$ cat src/tsfi_pkg.sv
// shared types and constants of the triangle surface force integrator
`default_nettype none

package tsfi_pkg;

  localparam int COORD_W      = 16;
  localparam int TRAC_W       = 16;
  localparam int EDGE_W       = COORD_W + 1;
  localparam int CROSS_W      = 2 * EDGE_W + 1;
  localparam int MAG_W        = CROSS_W - 1;
  localparam int HALF_W       = MAG_W / 2;
  localparam int SQ_PROD_W    = MAG_W + HALF_W;
  localparam int SQ_W         = 2 * MAG_W;
  localparam int ROOT_W       = SQ_W / 2;
  localparam int REM_W        = ROOT_W + 2;
  localparam int TSUM_W       = TRAC_W + 2;
  localparam int MUL_A_W      = CROSS_W;
  localparam int MUL_B_W      = TSUM_W;
  localparam int PROD_W       = MUL_A_W + MUL_B_W;
  localparam int ACC_W        = 64;
  localparam int LANES        = 3;
  localparam int CROSS_TERMS  = 2 * LANES;
  localparam int SQUARE_TERMS = 2 * LANES;
  localparam int ROOT_STEPS   = ROOT_W;
  localparam int DIVISOR      = 6;
  localparam int DIV_DIGIT_W  = 8;
  localparam int DIV_STEPS    = ACC_W / DIV_DIGIT_W;
  localparam int DIV_REM_W    = 3;
  localparam int STEP_W       = 6;

  typedef struct packed {
    logic signed [COORD_W-1:0] vertex_x;
    logic signed [COORD_W-1:0] vertex_y;
    logic signed [COORD_W-1:0] vertex_z;
    logic signed [TRAC_W-1:0]  traction_x;
    logic signed [TRAC_W-1:0]  traction_y;
    logic signed [TRAC_W-1:0]  traction_z;
    logic                      last_vertex;
  } vertex_in_t;

  typedef struct packed {
    logic signed [ACC_W-1:0] force_x;
    logic signed [ACC_W-1:0] force_y;
    logic signed [ACC_W-1:0] force_z;
    logic                    saturated;
  } force_out_t;

endpackage

`default_nettype wire

$ cat src/triangle_surface_force_integrator_top.sv
// triangle surface force integrator: vertex gather, area by integer root, saturating sums
// a first or second vertex leaves in_ready high unless it is a last vertex; a third
// vertex keeps in_ready low through the cross, square, root and scale steps, using one
// shared 35x18 multiplier and a one-bit-per-cycle root loop
// a last vertex goes on to the divide and emit states (after scale for a third vertex)
// synchronous active-low reset clears the sequencer, slot, accumulators and clip flag
`default_nettype none

module triangle_surface_force_integrator_top (
  input  wire logic                 clk,
  input  wire logic                 rst_n,
  input  wire logic                 in_valid,
  output logic                      in_ready,
  input  wire tsfi_pkg::vertex_in_t in_data,
  output logic                      out_valid,
  input  wire logic                 out_ready,
  output tsfi_pkg::force_out_t      out_data
);

  import tsfi_pkg::*;

  typedef enum logic [6:0] {
    ST_IDLE   = 7'b0000001,
    ST_CROSS  = 7'b0000010,
    ST_SQUARE = 7'b0000100,
    ST_ROOT   = 7'b0001000,
    ST_SCALE  = 7'b0010000,
    ST_DIVIDE = 7'b0100000,
    ST_EMIT   = 7'b1000000
  } state_t;

  localparam logic [STEP_W-1:0] CROSS_LAST  = STEP_W'(CROSS_TERMS);
  localparam logic [STEP_W-1:0] SQUARE_LAST = STEP_W'(SQUARE_TERMS);
  localparam logic [STEP_W-1:0] ROOT_LAST   = STEP_W'(ROOT_STEPS - 1);
  localparam logic [STEP_W-1:0] SCALE_LAST  = STEP_W'(LANES);
  localparam logic [STEP_W-1:0] DIV_LAST    = STEP_W'(DIV_STEPS);

  function automatic logic [MAG_W-1:0] cross_mag(input logic signed [CROSS_W-1:0] v);
    cross_mag = v[CROSS_W-1] ? MAG_W'(-v) : MAG_W'(v);
  endfunction

  state_t                     state_r, state_nxt;
  logic [STEP_W-1:0]          step_r, step_nxt;
  logic [STEP_W-1:0]          tag;
  logic [1:0]                 slot_r;
  logic                       last_r;
  logic                       accept;
  logic                       emit_fire;

  logic signed [COORD_W-1:0]  vin_p [LANES];
  logic signed [TRAC_W-1:0]   vin_t [LANES];
  logic signed [COORD_W-1:0]  cur_r [LANES];
  logic signed [COORD_W-1:0]  held_r [2][LANES];
  logic signed [TSUM_W-1:0]   tsum_r [LANES];
  logic signed [EDGE_W-1:0]   e1 [LANES];
  logic signed [EDGE_W-1:0]   e2 [LANES];

  logic signed [MUL_A_W-1:0]  mul_a;
  logic signed [MUL_B_W-1:0]  mul_b;
  logic signed [PROD_W-1:0]   prod_r;
  logic [MAG_W-1:0]           sq_mag;

  logic signed [CROSS_W-1:0]  cross_first_r;
  logic signed [CROSS_W-1:0]  cross_r [LANES];
  logic [SQ_W-1:0]            sumsq_r;
  logic [SQ_W-1:0]            sq_term;
  logic [REM_W-1:0]           rem_r;
  logic [ROOT_W-1:0]          root_r;
  logic [REM_W+1:0]           root_t;
  logic [REM_W+1:0]           root_trial;

  logic signed [ACC_W-1:0]    acc_r [LANES];
  logic signed [ACC_W-1:0]    acc_sel;
  logic signed [ACC_W-1:0]    prod_ext;
  logic signed [ACC_W-1:0]    acc_sum;
  logic signed [ACC_W-1:0]    acc_sat;
  logic                       acc_ovf;
  logic                       clip_r;

  logic [ACC_W-1:0]           nq_r [LANES];
  logic                       neg_r [LANES];
  logic [DIV_REM_W-1:0]       drem_r [LANES];
  logic [ACC_W-1:0]           div_nq_nxt [LANES];
  logic [DIV_REM_W-1:0]       div_rem_nxt [LANES];
  logic [DIV_REM_W-1:0]       div_r;
  logic [DIV_REM_W:0]         div_w;
  logic [DIV_DIGIT_W-1:0]     div_q;
  logic                       sat_r;

  logic                       out_valid_r;
  force_out_t                 out_r;

  assign accept    = in_valid && in_ready;
  assign in_ready  = (state_r == ST_IDLE);
  assign out_valid = out_valid_r;
  assign out_data  = out_r;
  assign emit_fire = (state_r == ST_EMIT) && (!out_valid_r || out_ready);
  assign tag       = step_r - STEP_W'(1);

  assign vin_p[0] = in_data.vertex_x;
  assign vin_p[1] = in_data.vertex_y;
  assign vin_p[2] = in_data.vertex_z;
  assign vin_t[0] = in_data.traction_x;
  assign vin_t[1] = in_data.traction_y;
  assign vin_t[2] = in_data.traction_z;

  // edge vectors against the closing vertex
  always_comb begin
    for (int k = 0; k < LANES; k++) begin
      e1[k] = EDGE_W'(held_r[0][k]) - EDGE_W'(cur_r[k]);
      e2[k] = EDGE_W'(held_r[1][k]) - EDGE_W'(cur_r[k]);
    end
  end

  // operand select for the shared multiplier
  always_comb begin
    mul_a  = '0;
    mul_b  = '0;
    sq_mag = '0;
    case (state_r)
      ST_CROSS: begin
        case (step_r[2:0])
          3'd0: begin mul_a = MUL_A_W'(e1[1]); mul_b = MUL_B_W'(e2[2]); end
          3'd1: begin mul_a = MUL_A_W'(e2[1]); mul_b = MUL_B_W'(e1[2]); end
          3'd2: begin mul_a = MUL_A_W'(e2[0]); mul_b = MUL_B_W'(e1[2]); end
          3'd3: begin mul_a = MUL_A_W'(e1[0]); mul_b = MUL_B_W'(e2[2]); end
          3'd4: begin mul_a = MUL_A_W'(e1[0]); mul_b = MUL_B_W'(e2[1]); end
          3'd5: begin mul_a = MUL_A_W'(e2[0]); mul_b = MUL_B_W'(e1[1]); end
          default: begin mul_a = '0; mul_b = '0; end
        endcase
      end
      ST_SQUARE: begin
        case (step_r[2:1])
          2'd0:    sq_mag = cross_mag(cross_r[0]);
          2'd1:    sq_mag = cross_mag(cross_r[1]);
          2'd2:    sq_mag = cross_mag(cross_r[2]);
          default: sq_mag = '0;
        endcase
        mul_a = MUL_A_W'({1'b0, sq_mag});
        mul_b = step_r[0] ? MUL_B_W'({1'b0, sq_mag[MAG_W-1:HALF_W]})
                          : MUL_B_W'({1'b0, sq_mag[HALF_W-1:0]});
      end
      ST_SCALE: begin
        mul_a = MUL_A_W'({1'b0, root_r});
        case (step_r[1:0])
          2'd0:    mul_b = MUL_B_W'(tsum_r[0]);
          2'd1:    mul_b = MUL_B_W'(tsum_r[1]);
          2'd2:    mul_b = MUL_B_W'(tsum_r[2]);
          default: mul_b = '0;
        endcase
      end
      default: begin
        mul_a = '0;
        mul_b = '0;
      end
    endcase
  end

  // square partial products, high half weighted by 2^17
  assign sq_term = tag[0] ? {prod_r[SQ_PROD_W-1:0], {HALF_W{1'b0}}}
                          : {{HALF_W{1'b0}}, prod_r[SQ_PROD_W-1:0]};

  // root digit
  assign root_t     = {rem_r, sumsq_r[SQ_W-1 -: 2]};
  assign root_trial = (REM_W+2)'({root_r, 2'b01});

  // saturating accumulate for the lane being scaled
  always_comb begin
    case (tag[1:0])
      2'd0:    acc_sel = acc_r[0];
      2'd1:    acc_sel = acc_r[1];
      2'd2:    acc_sel = acc_r[2];
      default: acc_sel = '0;
    endcase
    prod_ext = ACC_W'(prod_r);
    acc_sum  = acc_sel + prod_ext;
    acc_ovf  = (acc_sel[ACC_W-1] == prod_ext[ACC_W-1]) &&
               (acc_sum[ACC_W-1] != acc_sel[ACC_W-1]);
    if (acc_ovf) begin
      acc_sat = acc_sel[ACC_W-1] ? {1'b1, {(ACC_W-1){1'b0}}} : {1'b0, {(ACC_W-1){1'b1}}};
    end else begin
      acc_sat = acc_sum;
    end
  end

  // divide by six, one byte of quotient per lane per cycle
  always_comb begin
    div_r = '0;
    div_w = '0;
    div_q = '0;
    for (int k = 0; k < LANES; k++) begin
      div_r = drem_r[k];
      div_q = '0;
      for (int i = 0; i < DIV_DIGIT_W; i++) begin
        div_w = {div_r, nq_r[k][ACC_W-1-i]};
        if (div_w >= (DIV_REM_W+1)'(DIVISOR)) begin
          div_q[DIV_DIGIT_W-1-i] = 1'b1;
          div_w = div_w - (DIV_REM_W+1)'(DIVISOR);
        end
        div_r = div_w[DIV_REM_W-1:0];
      end
      div_nq_nxt[k]  = {nq_r[k][ACC_W-DIV_DIGIT_W-1:0], div_q};
      div_rem_nxt[k] = div_r;
    end
  end

  // sequencer
  always_comb begin
    state_nxt = state_r;
    step_nxt  = step_r + STEP_W'(1);
    case (state_r)
      ST_IDLE: begin
        step_nxt = '0;
        if (accept) begin
          if (slot_r[1]) begin
            state_nxt = ST_CROSS;
          end else if (in_data.last_vertex) begin
            state_nxt = ST_DIVIDE;
          end
        end
      end
      ST_CROSS: begin
        if (step_r == CROSS_LAST) begin
          state_nxt = ST_SQUARE;
          step_nxt  = '0;
        end
      end
      ST_SQUARE: begin
        if (step_r == SQUARE_LAST) begin
          state_nxt = ST_ROOT;
          step_nxt  = '0;
        end
      end
      ST_ROOT: begin
        if (step_r == ROOT_LAST) begin
          state_nxt = ST_SCALE;
          step_nxt  = '0;
        end
      end
      ST_SCALE: begin
        if (step_r == SCALE_LAST) begin
          state_nxt = last_r ? ST_DIVIDE : ST_IDLE;
          step_nxt  = '0;
        end
      end
      ST_DIVIDE: begin
        if (step_r == DIV_LAST) begin
          state_nxt = ST_EMIT;
          step_nxt  = '0;
        end
      end
      ST_EMIT: begin
        step_nxt = '0;
        if (emit_fire) begin
          state_nxt = ST_IDLE;
        end
      end
      default: begin
        state_nxt = ST_IDLE;
        step_nxt  = '0;
      end
    endcase
  end

  always_ff @(posedge clk) begin
    if (!rst_n) begin
      state_r <= ST_IDLE;
      step_r  <= '0;
    end else begin
      state_r <= state_nxt;
      step_r  <= step_nxt;
    end
  end

  // vertex intake
  always_ff @(posedge clk) begin
    if (!rst_n) begin
      slot_r <= '0;
      last_r <= 1'b0;
    end else if (accept) begin
      last_r <= in_data.last_vertex;
      for (int k = 0; k < LANES; k++) begin
        cur_r[k] <= vin_p[k];
      end
      if (slot_r[1]) begin
        slot_r <= '0;
        for (int k = 0; k < LANES; k++) begin
          tsum_r[k] <= tsum_r[k] + TSUM_W'(vin_t[k]);
        end
      end else begin
        slot_r <= in_data.last_vertex ? 2'd0 : slot_r + 2'd1;
        for (int k = 0; k < LANES; k++) begin
          held_r[slot_r[0]][k] <= vin_p[k];
          tsum_r[k] <= slot_r[0] ? tsum_r[k] + TSUM_W'(vin_t[k]) : TSUM_W'(vin_t[k]);
        end
      end
    end
  end

  // shared multiplier
  always_ff @(posedge clk) begin
    prod_r <= mul_a * mul_b;
  end

  // cross product, squares and root
  always_ff @(posedge clk) begin
    case (state_r)
      ST_CROSS: begin
        if (step_r != '0) begin
          if (!tag[0]) begin
            cross_first_r <= prod_r[CROSS_W-1:0];
          end else begin
            cross_r[tag[2:1]] <= cross_first_r - prod_r[CROSS_W-1:0];
          end
        end
        if (step_r == CROSS_LAST) begin
          sumsq_r <= '0;
        end
      end
      ST_SQUARE: begin
        if (step_r != '0) begin
          sumsq_r <= sumsq_r + sq_term;
        end
        if (step_r == SQUARE_LAST) begin
          rem_r  <= '0;
          root_r <= '0;
        end
      end
      ST_ROOT: begin
        sumsq_r <= sumsq_r << 2;
        if (root_t >= root_trial) begin
          rem_r  <= REM_W'(root_t - root_trial);
          root_r <= {root_r[ROOT_W-2:0], 1'b1};
        end else begin
          rem_r  <= REM_W'(root_t);
          root_r <= {root_r[ROOT_W-2:0], 1'b0};
        end
      end
      default: begin
        sumsq_r <= sumsq_r;
      end
    endcase
  end

  // accumulators and divide lanes
  always_ff @(posedge clk) begin
    if (!rst_n) begin
      clip_r <= 1'b0;
      for (int k = 0; k < LANES; k++) begin
        acc_r[k] <= '0;
      end
    end else if (state_r == ST_SCALE && step_r != '0) begin
      acc_r[tag[1:0]] <= acc_sat;
      if (acc_ovf) begin
        clip_r <= 1'b1;
      end
    end else if (state_r == ST_DIVIDE) begin
      if (step_r == '0) begin
        sat_r  <= clip_r;
        clip_r <= 1'b0;
        for (int k = 0; k < LANES; k++) begin
          neg_r[k]  <= acc_r[k][ACC_W-1];
          nq_r[k]   <= acc_r[k][ACC_W-1] ? ACC_W'(-acc_r[k]) : acc_r[k];
          drem_r[k] <= '0;
          acc_r[k]  <= '0;
        end
      end else begin
        for (int k = 0; k < LANES; k++) begin
          nq_r[k]   <= div_nq_nxt[k];
          drem_r[k] <= div_rem_nxt[k];
        end
      end
    end
  end

  // result register
  always_ff @(posedge clk) begin
    if (!rst_n) begin
      out_valid_r <= 1'b0;
    end else if (emit_fire) begin
      out_valid_r <= 1'b1;
    end else if (out_ready) begin
      out_valid_r <= 1'b0;
    end
  end

  always_ff @(posedge clk) begin
    if (emit_fire) begin
      out_r.force_x   <= neg_r[0] ? -$signed(nq_r[0]) : $signed(nq_r[0]);
      out_r.force_y   <= neg_r[1] ? -$signed(nq_r[1]) : $signed(nq_r[1]);
      out_r.force_z   <= neg_r[2] ? -$signed(nq_r[2]) : $signed(nq_r[2]);
      out_r.saturated <= sat_r;
    end
  end

`ifndef SYNTHESIS
  a_slot_range: assert property (@(posedge clk) disable iff (!rst_n)
    slot_r != 2'd3)
    else $error("vertex slot out of range");

  a_root_rem: assert property (@(posedge clk) disable iff (!rst_n)
    (state_r == ST_ROOT && step_r == ROOT_LAST) |=> (rem_r <= REM_W'({root_r, 1'b0})))
    else $error("root remainder above bound");

  a_acc_clear: assert property (@(posedge clk) disable iff (!rst_n)
    (state_r == ST_DIVIDE && step_r == '0) |=>
      (acc_r[0] == '0 && acc_r[1] == '0 && acc_r[2] == '0 && !clip_r))
    else $error("accumulators not cleared on result");

  a_emit_only: assert property (@(posedge clk) disable iff (!rst_n)
    $rose(out_valid_r) |-> $past(state_r == ST_EMIT))
    else $error("result raised outside emit");
`endif

endmodule

`default_nettype wire
$ cat config.mk
export PLATFORM = sky130hd
export DESIGN_NAME = triangle_surface_force_integrator_top
export DESIGN_NICKNAME = d
export VERILOG_FILES = /design/src/tsfi_pkg.sv /design/src/triangle_surface_force_integrator_top.sv
export SDC_FILE = /design/constraint.sdc
export NUM_CORES = 2
export LEC_CHECK = 0
export BUFFER_PORTS_ARGS = -buffer_cell sky130_fd_sc_hd__buf_2
export CELL_PAD_IN_SITES_DETAIL_PLACEMENT = 1
export CELL_PAD_IN_SITES_GLOBAL_PLACEMENT = 1
export CORE_MARGIN = 4
export CORE_UTILIZATION = 50
export CTS_CLUSTER_SIZE = 14
export DETAILED_ROUTE_END_ITERATION = 10
export PLACE_DENSITY_LB_ADDON = 0.1
export SLEW_MARGIN = 20
export SYNTH_ARGS = -nofsm -noshare
export SYNTH_HDL_FRONTEND = slang
export SYNTH_SLANG_ARGS = --single-unit
export TNS_END_PERCENT = 5
$ cat constraint.sdc
create_clock -name clk -period 20.9 [get_ports clk]
set_clock_uncertainty 0.1 [all_clocks]
set_input_delay 2.09 -clock clk [delete_from_list [all_inputs] [get_ports clk]]
set_output_delay 2.09 -clock clk [all_outputs]
set_load 0.05 [all_outputs]
After elaboration in Yosys (flattened, before gate mapping) --
Memory sizes are Yosys's and may differ from the RTL's. Index checks and enable logic that the tools add are counted.
Operators by class: $add $sub $neg 49, $mul 1, magnitude comparators 25, equality and inequality tests 34, multiplexer cells 148, bitwise logic cells 14, reduce and logical (&&, ||, !) cells 29
Operators by type and width (count):
- 64-bit two-way mux | 15
- 64-bit negator | 6
- 68-bit two-way mux | 3
- 68-bit case mux with 3 select lines | 1
- 64-bit case mux with 3 select lines | 1
- 35-bit case mux with 4 select lines | 1
- 34-bit two-way mux | 4
- 18-bit two-way mux | 6
- 18-bit case mux with 3 select lines | 2
- 35-bit case mux with 3 select lines | 1
- 34-bit negator | 3
- 34-bit case mux with 3 select lines | 1
- 16-bit by 16-bit subtractor with 17-bit output | 6
- 4-bit by 3-bit greater-or-equal comparator with 1-bit output, second input constant | 24
- 3-bit two-way mux | 27
- 36-bit two-way mux | 2
- 18-bit case mux with 4 select lines | 1
- 36-bit case mux with 2 select lines | 1
- 3-bit subtractor, second input constant | 24
- 68-bit adder | 1
- 34-bit case mux with 2 select lines | 1
- 64-bit by 53-bit adder with 64-bit output | 1
- 64-bit OR reduction | 1
- 7-bit two-way mux | 9
- other kinds (51) | 158
Storage, ports and cells: bits in registers 438, RAM bits 699, bits of input ports 101, output and inout bits 195, logic and storage cells 324, memories 8
Memory list:
- acc_r | depth 3, width 64, rd ports 3, clocked after memory_dff 0, write ports 3, RTL line triangle_surface_force_integrator_top.sv:72 | logic signed [ACC_W-1:0] acc_r [LANES];
- nq_r | depth 3, width 64, rd ports 3, clocked after memory_dff 0, write ports 3, RTL line triangle_surface_force_integrator_top.sv:80 | logic [ACC_W-1:0] nq_r [LANES];
- cross_r | depth 3, width 35, rd ports 3, clocked after memory_dff 0, write ports 1, RTL line triangle_surface_force_integrator_top.sv:64 | logic signed [CROSS_W-1:0] cross_r [LANES];
- held_r | depth 2, width 48, rd ports 2, clocked after memory_dff 0, write ports 1, RTL line triangle_surface_force_integrator_top.sv:53 | logic signed [COORD_W-1:0] held_r [2][LANES];
- tsum_r | depth 3, width 18, rd ports 3, clocked after memory_dff 0, write ports 3, RTL line triangle_surface_force_integrator_top.sv:54 | logic signed [TSUM_W-1:0] tsum_r [LANES];
- cur_r | depth 3, width 16, rd ports 3, clocked after memory_dff 0, write ports 3, RTL line triangle_surface_force_integrator_top.sv:52 | logic signed [COORD_W-1:0] cur_r [LANES];
- +2 memories

Logic depth before layout (Yosys ltp) --
An unclocked memory read counts as a cell.
word-level depth 18, depth in mapped cells 50, mapped depth without buffers 43

Worst setup path before layout --
Ideal clock, no wire load.
kind register to register, from register step_r[0], to register prod_r[50], data arrival time 11.997 ns, setup slack 8.731 ns, cell stages (with the launch flop) 45, path buffers 8, period minus slack after synthesis 12.169 ns, cells stage by stage dfxtp_1 -> clkbuf_1 -> inv_1 -> buf_1 -> buf_1 -> ha_1 -> clkbuf_1 -> clkbuf_1 -> a21oi_1 -> clkbuf_1 -> mux2i_1 -> ha_1 -> inv_1 -> fa_1 -> a21o_1 -> a21o_1 -> a211oi_1 -> o21ai_1 -> (+9 left out) -> fa_1 -> inv_1 -> fa_1 -> fa_1 -> fa_1 -> fa_1 -> fa_1 -> ha_1 -> a21o_1 -> a21o_1 -> a211o_1 -> a2111oi_0 -> a21boi_0 -> o2111ai_1 -> a32oi_1 -> a31o_2 -> a21oi_1 -> xnor2_1
Between the ends: word-level cells in the longest chain between the ends 5, elaborated cells on any way between the ends 20, classes of those cells 1 x mul; 7 x eq/ne; 6 x mux; 6 x reduce/logical
Ends and longest elaborated chain:
- start: declaration | RTL line triangle_surface_force_integrator_top.sv:43 | logic [STEP_W-1:0] step_r, step_nxt;
- start signal: assignment | RTL line triangle_surface_force_integrator_top.sv:271 | step_r <= step_nxt;
- 3-bit equality test, or another cell as far along | RTL line triangle_surface_force_integrator_top.sv:122 | case (step_r[2:0])
- 2-bit OR reduction (no source line)
- 35-bit case mux with 4 select lines / 18-bit case mux with 4 select lines (equally long branches) | RTL line triangle_surface_force_integrator_top.sv:122
- 35-bit case mux with 3 select lines / 18-bit case mux with 3 select lines (equally long branches) | RTL line triangle_surface_force_integrator_top.sv:120 | case (state_r)
- 35-bit by 18-bit multiplier with 53-bit output * | RTL line triangle_surface_force_integrator_top.sv:302 | prod_r <= mul_a * mul_b;
- end signal: assignment | RTL line triangle_surface_force_integrator_top.sv:302
- end: declaration | RTL line triangle_surface_force_integrator_top.sv:60 | logic signed [PROD_W-1:0] prod_r;
Mark *: on every way between the ends. The rest lies on a longest branch, timed or not. A chain may end at the register's enable or synchronous reset.

Worst setup path in the final report --
from register step_r[1], to register prod_r[50]
Between the ends: word-level cells in the longest chain between the ends 5, elaborated cells on any way between the ends 24, classes of those cells 1 x mul; 9 x eq/ne; 7 x mux; 7 x reduce/logical
Ends and longest elaborated chain (RTL line):
- 3-bit equality test, or another cell as far along | triangle_surface_force_integrator_top.sv:122
- 2-bit OR reduction (no source line) / 34-bit case mux with 3 select lines (equally long branches)
- 35-bit case mux with 4 select lines, or another cell as far along | triangle_surface_force_integrator_top.sv:122
- 35-bit case mux with 3 select lines / 18-bit case mux with 3 select lines (equally long branches) | triangle_surface_force_integrator_top.sv:120
- 35-bit by 18-bit multiplier with 53-bit output * | triangle_surface_force_integrator_top.sv:302
Marks and branches as above.

==> impl_metrics.tcl <==
set metrics [dict create \
    relSlewSlack_pct 16.6 \
    cts_made_buffers 137 \
    p_leak_nw 40.5 \
    synth-compound-area-share_pct 15.6 \
    clkTransAtPathRegs_ps 60 \
    hp-class "reg2reg" \
    grt_pass1_wl_microns 483000 \
    period_share_pct 64.1 \
    synth_top_family_by_area "adder cells" \
    finalSetupViolCount 0 \
    power_frac_clock_pct 39.0 \
    grt_max_degree 232 \
    placedCellCount 11991 \
    combPwrFrac_pct 14.7 \
    ff2ff_setup_slack_ps 7500 \
    min_period_ps 13400 \
    crit_type "reg2reg" \
    drc 0 \
    status "finished, final reports clean" \
    worstPathArrival_ps 14010 \
    cts_root_buf "clkbuf_16" \
    grtUsageMet3_pct 4.83 \
    layout_commonest_cell "edfxtp_1" \
    whs_ps 330 \
    layout_setup_ws_ps 7500 \
    insertion_delay_ps 810 \
    grt_pass1_vias 78619 \
    rsz0062_at_grt "no" \
    io_buffers 295 \
    die_y_microns 438 \
    start_util_pct 50.4 \
    p_seq_share_pct 46.2 \
    num_io_pins 296 \
    clock-sinks 1137 \
    wl_per_cell_microns 25.9 \
    drv_cap 0 \
    final_nets 10846 \
    peakVddDrop_v 0.0000730 \
    synth_area_leaders "edfxtp_1, fa_1, ha_1, xnor2_1, nand2_1" \
    coreArea_sq_um 183000 \
    vias_per_cell 6.08 \
    powerDensity_nw_per_um2 60.6 \
    use_met1_pct 40.7 \
    cts.repair.resized 0 \
    swShare_pct 28.6 \
    syn_to_final_growth_pct 9.25 \
    hpwl_microns 244000 \
    detailroute.via_count 74453 \
    hold_viol_final 0 \
    path_max_fanout 54 \
    ys_ff_latch 1137 \
    power_switching_mw 1.75 \
    synthAdderAreaFrac_pct 19.6 \
    drive_gt1_share_pct 8.05 \
    post-synth-top-area-fraction_pct 34.6 \
    die_area_sq_um 192000 \
    std_cell_rows 157 \
    cts.htree.levels 4 \
    post_cts_buffers 0 \
    synth_nets 10728 \
    synth-simple-area-share_pct 14.4 \
    finalSetupTns_ps 0 \
    cts_tree "built" \
    antenna_found_initial 9 \
    syn_avg_cell_area_sq_um 9.68 \
    cp-start-kind "flop" \
    first_pass_iters 7 \
    fin_cells 12244 \
    tightest_slew_ps 1250 \
    overflow 0 \
    worst_setup_path_end_kind "flop" \
    cpMostUsedCell "fa_1" \
    synth_edf_count 1066 \
    critPathRequiredTime_ps 21510 \
    ys_async_sr_fraction_pct 0 \
    synth-xor-area-share_pct 7.51 \
    die_w_microns 438 \
    track_usage_pct 32.7 \
    synthMuxAreaShare_pct 0.984 \
    grt_use_met2_pct 55.7 \
    maxSlewViolCount 0 \
    cts_hold_buffers 0 \
    drtIter0Drc 6135 \
    synth.distinct_cells 96 \
    syn_area_sq_um 92400 \
    fmax_mhz 74.6 \
    ys.flop_type "edfxtp_1" \
    final_cell_mix "edfxtp_1, nand2_1, inv_1" \
    yosysSeqAreaShare_pct 36.2 \
    critPathSlowestCell "a221o_1" \
    syn_inst 9550 \
    routed_wl_microns 318000 \
    ant_nets 0 \
    synth_warnings 0 \
    internal-power_mw 4.37 \
    top_usage_layer "met2" \
    power_mw 6.12 \
    clock_path_buffers 3 \
    yosysTopAreaCell "edfxtp_1" \
    gp_congestion 0.929 \
    max_stage_delay_ps 770 \
    place_ws_ps 7620 \
]
Yosys cell counts (all sizes together) (42+ instances only):
cell type,instances
o41ai,84
a21o,158
nor2b,202
o211ai,42
a211oi,51
o31ai,165
nand3,107
fa,612
mux2i,47
nor4,48
dfxtp,71
or2,47
and2,74
a31oi,57
o21bai,42
ha,465
inv,956
clkbuf,396
nand2b,128
or4,74
nor2,783
a21oi,439
xnor2,478
nand4,44
or3,89
and3,45
edfxtp,1066
nor3,104
o21a,55
nand2,1037
o21ai,710
xor2,315
a222oi,101
state kept, by name (all words and copies together), names as in the netlist:
register       cells
out_data         193
acc_r            192
nq_r             192
cross_r          105
held_r            96
sumsq_r           68
tsum_r            54
prod_r            53
cur_r             48
rem_r             36
cross_first_r     35
root_r            34
drem_r             9
state_r            7
step_r             6
neg_r              3
slot_r             2
clip_r             1
last_r             1
out_valid          1
sat_r              1
final timing paths:
check                           cells past startpoint      start         end
worst max-delay path                               39  step_r[1]  prod_r[50]
worst min-delay path                                0     clip_r       sat_r
worst max register to register                     39  step_r[1]  prod_r[50]
worst min register to register                      0     clip_r       sat_r
worst max-delay path, delay by kind of cell, from the launching register on:
family,cells,cell delay (ps)
compound gates,20,6030
xor+xnor,1,140
fa+ha+maj,10,4320
buf+inv,5,1170
flops,1,590
mux,1,250
simple gates,2,580
per-stage QoR:
step / cell area (sq um) / util, %
after floorplan: 92400 / -
after global placement: 96500 / 52.6
after detailed placement: 96500 / 52.6
after CTS: 101000 / 55.0
after global routing: 101000 / 55.0
final: 101000 / 55.0
cells by family after synthesis:
kind of cell / count (synthesis)
AND/OR/NAND/NOR: 2850
AO/OA/AOI/OAI: 2211
buffers and inverters: 1393
flip-flops: 1137
adder cells (fa/ha/maj): 1080
XOR/XNOR: 793
multiplexers: 86
final cells by class:
type                    instances  area [sq um]
fillers                     20483         82500
multi-input cells            7020         54000
flip-flops and latches       1137         33400
clock buffers                 175          3690
inverters                     957          3600
well taps                    2464          3080
repair buffers                415          2400
clock inverters                72           738
diodes                          4          10.0
metal layers:
| metal | share of wire, % | up-vias |
|---|---|---|
| li1 | - | 33647 |
| met1 | 40 | 37765 |
| met2 | 48 | 2372 |
| met3 | 6.0 | 669 |
| met4 | 5.7 | 0 |
| met5 | 0 | - |
power groups by stage:
| stage | Combinational [mW] | Clock (mW) | Sequential, mW |
|---|---|---|---|
| 2_1_floorplan | 0.624 | 0 | 2.81 |
| 3_3_place_gp | 0.851 | 0 | 2.87 |
| 3_5_place_dp | 0.888 | 0 | 2.87 |
| 4_1_cts | 0.897 | 2.42 | 2.83 |
| 5_1_grt | 0.990 | 2.52 | 2.84 |
| 6_report | 0.902 | 2.39 | 2.83 |
Note: power is estimated with default switching activity, not from simulation.
